File: src/hdl/sha_pkg.sv
// ----------------------------------------------------------------------------
// sha_pkg
// Types, constants and round functions shared by the SHA-256 hasher.
// ----------------------------------------------------------------------------
package sha_pkg;

   typedef logic [31:0] word_type;

   // one queued input beat, as the back end sees it
   typedef struct packed {
      logic [7:0] data_byte;
      logic       byte_valid;
      logic       message_end;
   } beat_type;

   typedef enum logic [2:0] {
      ST_IDLE,
      ST_PAD,
      ST_ROUNDS,
      ST_FOLD,
      ST_EMIT
   } state_type;

   localparam word_type INIT_H [8] = '{
      32'h6a09e667, 32'hbb67ae85, 32'h3c6ef372, 32'ha54ff53a,
      32'h510e527f, 32'h9b05688c, 32'h1f83d9ab, 32'h5be0cd19
   };

   localparam word_type ROUND_K [64] = '{
      32'h428a2f98, 32'h71374491, 32'hb5c0fbcf, 32'he9b5dba5,
      32'h3956c25b, 32'h59f111f1, 32'h923f82a4, 32'hab1c5ed5,
      32'hd807aa98, 32'h12835b01, 32'h243185be, 32'h550c7dc3,
      32'h72be5d74, 32'h80deb1fe, 32'h9bdc06a7, 32'hc19bf174,
      32'he49b69c1, 32'hefbe4786, 32'h0fc19dc6, 32'h240ca1cc,
      32'h2de92c6f, 32'h4a7484aa, 32'h5cb0a9dc, 32'h76f988da,
      32'h983e5152, 32'ha831c66d, 32'hb00327c8, 32'hbf597fc7,
      32'hc6e00bf3, 32'hd5a79147, 32'h06ca6351, 32'h14292967,
      32'h27b70a85, 32'h2e1b2138, 32'h4d2c6dfc, 32'h53380d13,
      32'h650a7354, 32'h766a0abb, 32'h81c2c92e, 32'h92722c85,
      32'ha2bfe8a1, 32'ha81a664b, 32'hc24b8b70, 32'hc76c51a3,
      32'hd192e819, 32'hd6990624, 32'hf40e3585, 32'h106aa070,
      32'h19a4c116, 32'h1e376c08, 32'h2748774c, 32'h34b0bcb5,
      32'h391c0cb3, 32'h4ed8aa4a, 32'h5b9cca4f, 32'h682e6ff3,
      32'h748f82ee, 32'h78a5636f, 32'h84c87814, 32'h8cc70208,
      32'h90befffa, 32'ha4506ceb, 32'hbef9a3f7, 32'hc67178f2
   };

   localparam logic [7:0] PAD_MARK     = 8'h80;
   localparam logic [5:0] LEN_POS      = 6'd56;

   function automatic word_type rotr(input word_type x, input int unsigned n);
      return (x >> n) | (x << (32 - n));
   endfunction

   function automatic word_type big_sig0(input word_type x);
      return rotr(x, 2) ^ rotr(x, 13) ^ rotr(x, 22);
   endfunction

   function automatic word_type big_sig1(input word_type x);
      return rotr(x, 6) ^ rotr(x, 11) ^ rotr(x, 25);
   endfunction

   function automatic word_type sml_sig0(input word_type x);
      return rotr(x, 7) ^ rotr(x, 18) ^ (x >> 3);
   endfunction

   function automatic word_type sml_sig1(input word_type x);
      return rotr(x, 17) ^ rotr(x, 19) ^ (x >> 10);
   endfunction

endpackage

File: src/hdl/sha_stream_if.sv
// ----------------------------------------------------------------------------
// sha_req_if / sha_rsp_if
// Valid/ready channels for input beats and digest words.
// ----------------------------------------------------------------------------
interface sha_req_if;
   logic       valid;
   logic       ready;
   logic [7:0] data_byte;
   logic       byte_valid;
   logic       message_end;
   modport source (output valid, data_byte, byte_valid, message_end, input ready);
   modport sink   (input valid, data_byte, byte_valid, message_end, output ready);
endinterface

interface sha_rsp_if;
   logic        valid;
   logic        ready;
   logic [31:0] digest_word;
   logic [2:0]  word_index;
   logic        last_word;
   modport source (output valid, digest_word, word_index, last_word, input ready);
   modport sink   (input valid, digest_word, word_index, last_word, output ready);
endinterface

File: src/hdl/sha_front.sv
// ----------------------------------------------------------------------------
// sha_front
// Accepts input beats, drops empty ones and queues the rest (two entries).
// ----------------------------------------------------------------------------
module sha_front (
   input  logic              clock,
   input  logic              reset,
   sha_req_if.sink           req,
   output sha_pkg::beat_type q_beat,
   output logic              q_valid,
   input  logic              q_take
);
   import sha_pkg::*;

   beat_type   slot_ff [2];
   logic       wr_ptr_ff, rd_ptr_ff;
   logic [1:0] count_ff;
   logic       push;
   logic       pop;

   assign req.ready = (count_ff != 2'd2);
   // beats with neither a byte nor an end carry no work
   assign push      = req.valid && req.ready && (req.byte_valid || req.message_end);
   assign q_valid   = (count_ff != 2'd0);
   assign pop       = q_take && q_valid;
   assign q_beat    = slot_ff[rd_ptr_ff];

   // queue storage
   always_ff @(posedge clock) begin
      if (push) begin
         slot_ff[wr_ptr_ff] <= '{data_byte: req.data_byte, byte_valid: req.byte_valid,
                                 message_end: req.message_end};
      end
   end

   // pointers and fill count
   always_ff @(posedge clock) begin
      if (reset) begin
         wr_ptr_ff <= 1'b0;
         rd_ptr_ff <= 1'b0;
         count_ff  <= 2'd0;
      end else begin
         if (push) wr_ptr_ff <= ~wr_ptr_ff;
         if (pop)  rd_ptr_ff <= ~rd_ptr_ff;
         count_ff <= count_ff + {1'b0, push} - {1'b0, pop};
      end
   end
endmodule

File: src/hdl/sha_back.sv
// ----------------------------------------------------------------------------
// sha_back
// Message schedule, padding, 64-round compression and digest output.
// ----------------------------------------------------------------------------
module sha_back (
   input  logic              clock,
   input  logic              reset,
   input  sha_pkg::beat_type q_beat,
   input  logic              q_valid,
   output logic              q_take,
   sha_rsp_if.source         rsp
);
   import sha_pkg::*;

   state_type  state_ff, state_in;
   word_type   h_ff [8];
   word_type   v_ff [8];
   word_type   w_ff [16];
   logic [63:0] bits_ff;
   logic [63:0] len_ff;
   logic [5:0] rnd_ff;
   logic [5:0] pad_ff;
   logic       final_ff;    // this compression ends the message
   logic       fin_pend_ff; // marker already placed, length block still to do
   logic       end_wait_ff; // message end waits behind a full data block
   logic [2:0] out_idx_ff;
   logic [2:0] fold_ff;

   logic [5:0] pos;
   logic       start_cmp;
   logic       blk_wr;
   logic [5:0] blk_addr;
   logic [7:0] blk_data;
   word_type   t1, t2, w_new, w_cur;

   assign pos   = bits_ff[8:3];
   assign w_cur = w_ff[0];
   assign t1 = v_ff[7] + big_sig1(v_ff[4]) + ((v_ff[4] & v_ff[5]) ^ (~v_ff[4] & v_ff[6]))
             + ROUND_K[rnd_ff] + w_cur;
   assign t2 = big_sig0(v_ff[0]) + ((v_ff[0] & v_ff[1]) ^ (v_ff[0] & v_ff[2])
             ^ (v_ff[1] & v_ff[2]));
   assign w_new = sml_sig1(w_ff[14]) + w_ff[9] + sml_sig0(w_ff[1]) + w_ff[0];

   assign rsp.valid       = (state_ff == ST_EMIT);
   assign rsp.digest_word = h_ff[out_idx_ff];
   assign rsp.word_index  = out_idx_ff;
   assign rsp.last_word   = (out_idx_ff == 3'd7);

   // next state, block byte write and queue pop
   always_comb begin
      state_in  = state_ff;
      q_take    = 1'b0;
      start_cmp = 1'b0;
      blk_wr    = 1'b0;
      blk_addr  = pos;
      blk_data  = q_beat.data_byte;
      unique case (state_ff)
         ST_IDLE: begin
            if (q_valid) begin
               q_take = 1'b1;
               if (q_beat.byte_valid) begin
                  blk_wr = 1'b1;
                  if (pos == 6'd63) begin
                     start_cmp = 1'b1;
                     state_in  = ST_ROUNDS;
                  end else if (q_beat.message_end) begin
                     state_in = ST_PAD;
                  end
               end else begin
                  state_in = ST_PAD;
               end
            end
         end
         ST_PAD: begin
            // one byte a cycle: marker, zeros, length in the block that carries it
            blk_wr   = 1'b1;
            blk_addr = pad_ff;
            if (pad_ff >= LEN_POS && (fin_pend_ff || pos < LEN_POS))
               blk_data = len_ff[{~pad_ff[2:0], 3'b111} -: 8];
            else
               blk_data = 8'h00;
            if (pad_ff == pos && !fin_pend_ff) blk_data = PAD_MARK;
            if (pad_ff == 6'd63) begin
               start_cmp = 1'b1;
               state_in  = ST_ROUNDS;
            end
         end
         ST_ROUNDS: begin
            if (rnd_ff == 6'd63) state_in = ST_FOLD;
         end
         ST_FOLD: begin
            if (fold_ff == 3'd7)
               state_in = final_ff ? ST_EMIT
                        : ((fin_pend_ff || end_wait_ff) ? ST_PAD : ST_IDLE);
         end
         ST_EMIT: begin
            if (rsp.ready && out_idx_ff == 3'd7) state_in = ST_IDLE;
         end
         default: state_in = ST_IDLE;
      endcase
   end

   // message schedule and working variables
   always_ff @(posedge clock) begin
      if (state_ff == ST_ROUNDS) begin
         for (int i = 0; i < 15; i++) w_ff[i] <= w_ff[i+1];
         w_ff[15] <= w_new;
         v_ff[7] <= v_ff[6];
         v_ff[6] <= v_ff[5];
         v_ff[5] <= v_ff[4];
         v_ff[4] <= v_ff[3] + t1;
         v_ff[3] <= v_ff[2];
         v_ff[2] <= v_ff[1];
         v_ff[1] <= v_ff[0];
         v_ff[0] <= t1 + t2;
      end else begin
         // block bytes land big-endian in the schedule words
         if (blk_wr) w_ff[blk_addr[5:2]][{~blk_addr[1:0], 3'b000} +: 8] <= blk_data;
         if (start_cmp) begin
            for (int i = 0; i < 8; i++) v_ff[i] <= h_ff[i];
         end
      end
   end

   // control and chaining state
   always_ff @(posedge clock) begin
      if (reset) begin
         state_ff    <= ST_IDLE;
         bits_ff     <= '0;
         rnd_ff      <= '0;
         pad_ff      <= '0;
         final_ff    <= 1'b0;
         fin_pend_ff <= 1'b0;
         end_wait_ff <= 1'b0;
         out_idx_ff  <= '0;
         fold_ff     <= '0;
         len_ff      <= '0;
         for (int i = 0; i < 8; i++) h_ff[i] <= INIT_H[i];
      end else begin
         state_ff <= state_in;
         unique case (state_ff)
            ST_IDLE: begin
               if (q_valid) begin
                  logic [63:0] nb;
                  nb = bits_ff + (q_beat.byte_valid ? 64'd8 : 64'd0);
                  bits_ff <= nb;
                  len_ff  <= nb;
                  pad_ff  <= nb[8:3];
                  fin_pend_ff <= 1'b0;
                  end_wait_ff <= q_beat.message_end && q_beat.byte_valid && pos == 6'd63;
                  final_ff    <= 1'b0;
               end
            end
            ST_PAD: begin
               pad_ff      <= pad_ff + 6'd1;
               end_wait_ff <= 1'b0;
               if (pad_ff == 6'd63) begin
                  // marker plus length fit only below byte 56
                  final_ff    <= fin_pend_ff || pos < LEN_POS;
                  fin_pend_ff <= !(fin_pend_ff || pos < LEN_POS);
                  if (!(fin_pend_ff || pos < LEN_POS)) begin
                     pad_ff <= 6'd0;
                  end
               end
            end
            ST_ROUNDS: begin
               rnd_ff <= rnd_ff + 6'd1;
               fold_ff <= '0;
            end
            ST_FOLD: begin
               h_ff[fold_ff] <= h_ff[fold_ff] + v_ff[fold_ff];
               fold_ff <= fold_ff + 3'd1;
               if (fold_ff == 3'd7 && fin_pend_ff && !final_ff) pad_ff <= 6'd0;
            end
            ST_EMIT: begin
               if (rsp.ready) begin
                  out_idx_ff <= out_idx_ff + 3'd1;
                  if (out_idx_ff == 3'd7) begin
                     for (int i = 0; i < 8; i++) h_ff[i] <= INIT_H[i];
                     bits_ff     <= '0;
                     final_ff    <= 1'b0;
                     fin_pend_ff <= 1'b0;
                  end
               end
            end
            default: ;
         endcase
      end
   end
endmodule

File: src/hdl/sha256_stream_hasher.sv
// ----------------------------------------------------------------------------
// sha256_stream_hasher
// SHA-256 over a byte stream, digest out as eight 32-bit words.
// ----------------------------------------------------------------------------
// Byte beats pass a two-entry queue and are written straight into the message
// schedule, one per cycle while the back end is idle, until a block fills;
// each 64-byte block then runs the 64 rounds of the single round unit and is
// folded word by word into the chaining value, and no beat is taken meanwhile.
// Beats with neither a byte nor an end are dropped at the queue. Message end
// adds a padding sweep, one byte per cycle, from the marker to the end of
// the block (a whole block when the length needs a second one), the
// compressions, and eight digest beats on the result channel. The input
// stalls once the queue holds two beats.
module sha256_stream_hasher (
   input logic       clock,
   input logic       reset,
   sha_req_if.sink   req,
   sha_rsp_if.source rsp
);
   import sha_pkg::*;

   beat_type q_beat;
   logic     q_valid;
   logic     q_take;

   sha_front u_front (
      .clock (clock), .reset (reset), .req (req),
      .q_beat (q_beat), .q_valid (q_valid), .q_take (q_take)
   );

   sha_back u_back (
      .clock (clock), .reset (reset),
      .q_beat (q_beat), .q_valid (q_valid), .q_take (q_take), .rsp (rsp)
   );
endmodule

File: src/flat_wrapper.sv
// flat-port wrapper written by rule: the top's interface ports become plain ports
module sha256_stream_hasher_flat import sha_pkg::*;
  (clock, reset, req_valid, req_data_byte, req_byte_valid, req_message_end, req_ready, rsp_valid, rsp_digest_word, rsp_word_index, rsp_last_word, rsp_ready);
  sha_req_if req_i ();
  sha_rsp_if rsp_i ();
  input logic clock;
  input logic reset;
  input wire logic [$bits(req_i.valid)-1:0] req_valid;
  input wire logic [$bits(req_i.data_byte)-1:0] req_data_byte;
  input wire logic [$bits(req_i.byte_valid)-1:0] req_byte_valid;
  input wire logic [$bits(req_i.message_end)-1:0] req_message_end;
  output wire logic [$bits(req_i.ready)-1:0] req_ready;
  output wire logic [$bits(rsp_i.valid)-1:0] rsp_valid;
  output wire logic [$bits(rsp_i.digest_word)-1:0] rsp_digest_word;
  output wire logic [$bits(rsp_i.word_index)-1:0] rsp_word_index;
  output wire logic [$bits(rsp_i.last_word)-1:0] rsp_last_word;
  input wire logic [$bits(rsp_i.ready)-1:0] rsp_ready;
  assign req_i.valid = req_valid;
  assign req_i.data_byte = req_data_byte;
  assign req_i.byte_valid = req_byte_valid;
  assign req_i.message_end = req_message_end;
  assign req_ready = req_i.ready;
  assign rsp_valid = rsp_i.valid;
  assign rsp_digest_word = rsp_i.digest_word;
  assign rsp_word_index = rsp_i.word_index;
  assign rsp_last_word = rsp_i.last_word;
  assign rsp_i.ready = rsp_ready;
  sha256_stream_hasher u_core (.clock(clock), .reset(reset), .req(req_i), .rsp(rsp_i));
endmodule
File: config.mk
export PLATFORM = sky130hd
export DESIGN_NAME = sha256_stream_hasher_flat
export DESIGN_NICKNAME = d
export VERILOG_FILES = /design/src/hdl/sha_pkg.sv /design/src/hdl/sha_stream_if.sv /design/src/hdl/sha_front.sv /design/src/hdl/sha_back.sv /design/src/hdl/sha256_stream_hasher.sv /design/src/flat_wrapper.sv
export SDC_FILE = /design/constraint.sdc
export NUM_CORES = 2
export LEC_CHECK = 0
export BUFFER_PORTS_ARGS = -buffer_cell sky130_fd_sc_hd__buf_2
export CAP_MARGIN = 10
export CORE_MARGIN = 8
export CORE_UTILIZATION = 63
export CTS_BUF_LIST = sky130_fd_sc_hd__clkbuf_16
export DETAILED_ROUTE_END_ITERATION = 6
export PLACE_DENSITY = 0.85
export SKIP_CTS_REPAIR_TIMING = 1
export SLEW_MARGIN = 20
export SYNTH_ARGS = -nofsm -noshare
export SYNTH_HDL_FRONTEND = slang
export SYNTH_SLANG_ARGS = --single-unit
export TNS_END_PERCENT = 10
File: constraint.sdc
create_clock -name clock -period 17 [get_ports clock]
set_input_delay 1.7 -clock clock [delete_from_list [all_inputs] [get_ports clock]]
set_output_delay 1.7 -clock clock [all_outputs]
set_load 0.03 [all_outputs]
# Word level (Yosys, flattened, before mapping)
# Memories as Yosys holds them, arrays and structs flattened. A register that Yosys moved wholly into a read port is not among the register bits.
# Index checks and enable logic that the tools add are counted.
# op_classes
addsub,19
order_cmp,3
eq_ne,20
shifts,3
mux,97
bitwise_logic,48
n_reduce_logical,32
# ops
cell,count
$mux W32,22
$add A32 B32 Y32,11
$xor A32 B32 Y32,9
$mux W64,3
$and A32 B32 Y32,5
$pmux W64 S2,1
$shiftx A71 B7 Y8,1
$add A64 B4 Y64,1
$reduce_or A32 Y1,2
$mux W3,16
$mux W1,37
$not A32 Y32,1
$or A10 B32 Y32,1
$or A13 B32 Y32,1
$or A14 B32 Y32,1
$or A15 B32 Y32,1
$or A19 B32 Y32,1
$or A21 B32 Y32,1
$or A25 B32 Y32,1
$or A26 B32 Y32,1
$or A30 B32 Y32,1
$or A7 B32 Y32,1
$shift A8 B7 Y32 const A,1
$shiftx A8 B7 Y32,1
other kinds (42),101
# word_totals
register_bits,156
mem_bits_rw,1044
romBits,2048
inputBits,14
wordCells,240
n_memories,5
# mem_list
name,depth,width,rd,rd_ports_with_merged_regs,wr,line_no,rtl
(no name shown),64,32,1,0,0,sha_back.sv:39,+ ROUND_K[rnd_ff] + w_cur;
u_core.u_back.w_ff,16,32,16,0,16,sha_back.sv:18,word_type w_ff [16];
u_core.u_back.h_ff,8,32,10,2,8,sha_back.sv:16,word_type h_ff [8];
u_core.u_back.v_ff,8,32,9,1,8,sha_back.sv:17,word_type v_ff [8];
u_core.u_front.slot_ff,2,10,1,1,1,sha_front.sv:15,beat_type slot_ff [2];

# Longest topological paths before layout
# An unclocked memory read counts as a cell.
# depth
ltp_word,10
ltp_mapped,43
ltp_nobuf,41

# Hierarchy
# Synthesis repeated with hierarchy kept, for this count alone.
# unflattened
hier_cells,7149
hier_area_um2,73252.8
# modules_own_cells
module,n_inst,cells_each,area_each_um2
sha_back,1,7092,72275.6
sha_front,1,57,977.2

# Worst setup path after synthesis
# Ideal clock, no wire load.
# synth_timing
path_kind,register -> register
startpoint,register u_core.u_back.rnd_ff[2]
endpoint,"memory u_core.u_back.v_ff[0][29] (netlist bit), data pin"
t_arrival_ps,8502
slack_ps,8238
stages_incl_launch_ff,40
n_path_buf,2
period_less_slack_ps,8762
path_cell_list,dfxtp_1 -> inv_2 -> clkbuf_1 -> clkbuf_1 -> ha_1 -> nor2b_1 -> a2111oi_0 -> a211oi_1 -> a21oi_1 -> o31ai_1 -> fa_1 -> fa_1 -> inv_1 -> fa_1 -> inv_1 -> ha_1 -> nor2b_1 -> o31a_1 -> [... 4 more ...] -> o21bai_1 -> a21oi_1 -> xnor2_1 -> inv_1 -> fa_1 -> inv_1 -> ha_1 -> and2_1 -> nor2b_1 -> and2_1 -> a21boi_1 -> o31ai_1 -> o41ai_1 -> nor2b_1 -> o21ai_0 -> nand2b_1 -> xor2_1 -> mux2_2
# synth_rtl
element,line_no,rtl
start: declaration,sha_back.sv:21,logic [5:0] rnd_ff;
start signal: assignment,sha_back.sv:167,rnd_ff <= rnd_ff + 6'd1;
end: declaration,sha_back.sv:17,

==> metrics <==
status=complete, no violations; final setup vio count=0; Reg clk slew, reported paths=0.07 ns; global-route wire length before repair=roughly 340 mm; Pre-antenna DRT Iters=6; Distinct cells, synth=95; most used cell, CP=o21ai_0; clk_lat worst skew=0.78 ns; Die Y=~360 µm; H-tree Lvls=4; max-cap viol count=0; R2R Path End=u_core.u_back.v_ff[0][31]; HPWL Detailed=roughly 160 mm; Initial Utilization=63.5%; WHS Path Cells=2; top_reg_cell synth=edfxtp_1; CTS Sinks=approximately 1.2k; #FFs+latches synth=roughly 1.2k; R2R depth=36; area grow syn2layout=7.34%; EDFF count, synth=roughly 1.0k; DRT iter0 DRCs=8569; largest net degree at the start of global routing=216; syn nets=7162; CTS Buf Count=131; delay of the slowest cell on the worst path=0.76 ns; multi-input logic area=0.0365 mm²; vias in the first global route=54.4k; Tcrit/Tclk final=63.8%; Worst R2R Setup Slack=6.15 ns; RSZ-0062 raised after global routing=false; hold_sp=u_core.u_back.len_ff[13]; nets=between 6k and 7k; Async S/R FF share, synth=0%; antenna viol nets, final=0; Final WS setup=~6.2 ns; Congestion Overflow GR=0; post-layout min period=10.85 ns; GP Congestion=1.02; crit start category=flop; TritonCTS clock tree=built; Crit Path Class=reg -> reg; HP Class=reg -> reg; r2r startpoint=u_core.u_back.rnd_ff[2]; Crit path required time=17.48 ns; average routed wire per standard cell=approximately 28 µm; setup TNS=0 ns; die area=0.128 mm²; YS warnings=0; IO Count=52; initial antenna violation count=4; core area=0.116 mm²; std cell rows=125; skew final=0.0447 ns; syn_area_per_cell=10.9 µm²; Final Hold Viols=0; vias=55.7k; drt via density=slightly below 7; CTS Root Buffer Type=clkbuf_16; worst endpoint data arrival time=11.33 ns; sequential cell area=0.0345 mm²; # fillers=8083; crit end category=flop; max_slew headroom=a little over an eighth; GRT Overall Usage=between 30 and 40%; Netlist Area Pre-Place=about 0.074 mm²; Worst Max-Slew Pin Slew=1.30 ns; drt drc=0; fraction of layout cells with a size suffix above 1=15.3%; Place WS=6.54 ns; Hold EP=u_core.u_back.len_ff[13]; CP max stage cell=dfxtp_2; max-slew violations=0; sequential-to-total area share from yosys stat=46.8%; final wirelength=230 mm; Hold Slack=0.452 ns; crit-path max FO=73; port bufs=51; Syn Inst Count=6769; Die X=358 µm; fin util=68.1%; clk buf depth=3; highest clock rate=between 0.09 and 0.1 GHz
## logic make-up (layout without fill, tap and decap cells)
family	Yosys count	in the layout	synth area share, %
AOI/OAI and AO/OA	1202	1202	9.91
xor gates and xnor gates	478	478	5.69
adders and majority gates	381	381	8.38
buffers and inverters	694	625	3.68
DFF	1201	1201	46.8
muxes	652	652	13.1
other	0	4	0
and+or+nand+nor	2161	2161	12.4
## sequential cells by signal, summed over array words and instances (netlist names), 2 cells and up, named ones only
signal and flops:
u_core.u_back.w_ff 512, u_core.u_back.fold_ff 3, u_core.u_back.v_ff 256, u_core.u_back.pad_ff 6, u_core.u_back.bits_ff 61, u_core.u_back.rnd_ff 6, u_core.u_back.h_ff 256, u_core.u_back.rsp.word_index 3
u_core.u_back.len_ff 61, u_core.u_back.state_ff 3, u_core.u_front.slot_ff 20, u_core.u_front.count_ff 2
## worst max-delay path, delay by kind of cell, from the launching register on
family	cells	cell delay, ns
AO/OA/AOI/OAI	17	4.03
adder cells (fa/ha/maj)	7	3.22
buffers and inverters	5	0.96
XOR/XNOR	3	0.77
flip-flops	1	0.76
AND/OR/NAND/NOR	4	0.76
## synthesized netlist by cell type (37+ instances only)
cell / instances / share of area [%]
nand2_1: 1273 / 6.5
edfxtp_1: 1044 / 43
o21ai_0: 511 / 3.5
nor2_1: 483 / 2.5
mux2_2: 412 / 6.3
clkbuf_1: 336 / 1.7
xnor2_1: 326 / 3.9
inv_1: 281 / 1.4
a21oi_1: 229 / 1.6
mux4_2: 207 / 6.3
ha_1: 191 / 3.2
fa_1: 188 / 5.1
dfxtp_1: 157 / 4.3
xor2_1: 152 / 1.8
a211oi_1: 87 / 0.89
a21o_1: 85 / 0.87
nand3_1: 62 / 0.42
nor3_1: 54 / 0.37
or2_2: 50 / 0.42
buf_1: 48 / 0.24
nand2b_1: 46 / 0.39
a31oi_1: 42 / 0.36
and3_1: 37 / 0.31
## stage by stage
| step | cell area, µm² | instances |
|---|---|---|
| global route | 79000 | 8224 |
| global placement | 74700 | 7988 |
| floorplan | 73600 | 6769 |
| detailed placement | 74700 | 7988 |
| CTS | 79000 | 8224 |
| finish | 79000 | 8228 |
## cell usage in the layout (no fill, tap or decap), types with 55 or more instances in the layout
cell type,n
a211oi_1,87
a21o_1,85
a21oi_1,228
buf_4,55
clkbuf_16,132
dfxtp_1,146
edfxtp_1,1044
fa_1,188
ha_1,191
inv_1,311
mux2_2,412
mux4_2,207
nand2_1,1272
nand3_1,62
nor2_1,478
o21ai_0,486
xnor2_1,326
xor2_1,152
## final cells by class
type                    count  area share (%)
diodes                      4          0.0127
well taps                1524            2.41
multi-input cells        4874            46.2
inverters                 283            1.35
clock buffers             132            4.18
clock inverters           104            1.28
repair buffers            106           0.864
flip-flops and latches   1201            43.7
## per-layer routing
layer / GRT usage (%) / vias to the layer above / wire length [µm] / part of all wire [%]
met2: 54.6 / 4170 / 103000 / 45
met3: 9.36 / 917 / 28700 / 12
li1: - / 23795 / - / -
met1: 44.0 / 26796 / 79700 / 35
met4: 23.3 / 8 / 18700 / 8.1
met5: 0 / - / 42 / 0.018
## worst max path at each step
stage | start | endpoint | cells after the start
2_1_floorplan | u_core.u_back.rnd_ff[2] | u_core.u_back.v_ff[0][29] | 39
3_3_place_gp | u_core.u_back.rnd_ff[2] | u_core.u_back.v_ff[0][31] | 36
3_5_place_dp | u_core.u_back.rnd_ff[2] | u_core.u_back.v_ff[0][29] | 36
4_1_cts | u_core.u_back.rnd_ff[2] | u_core.u_back.v_ff[0][31] | 36
5_1_grt | u_core.u_back.rnd_ff[2] | u_core.u_back.v_ff[0][31] | 36
6_report | u_core.u_back.rnd_ff[2] | u_core.u_back.v_ff[0][31] | 36
Power is not shown: default switching activity piles up to over one toggle a cycle in this logic, so the estimate is an artifact.
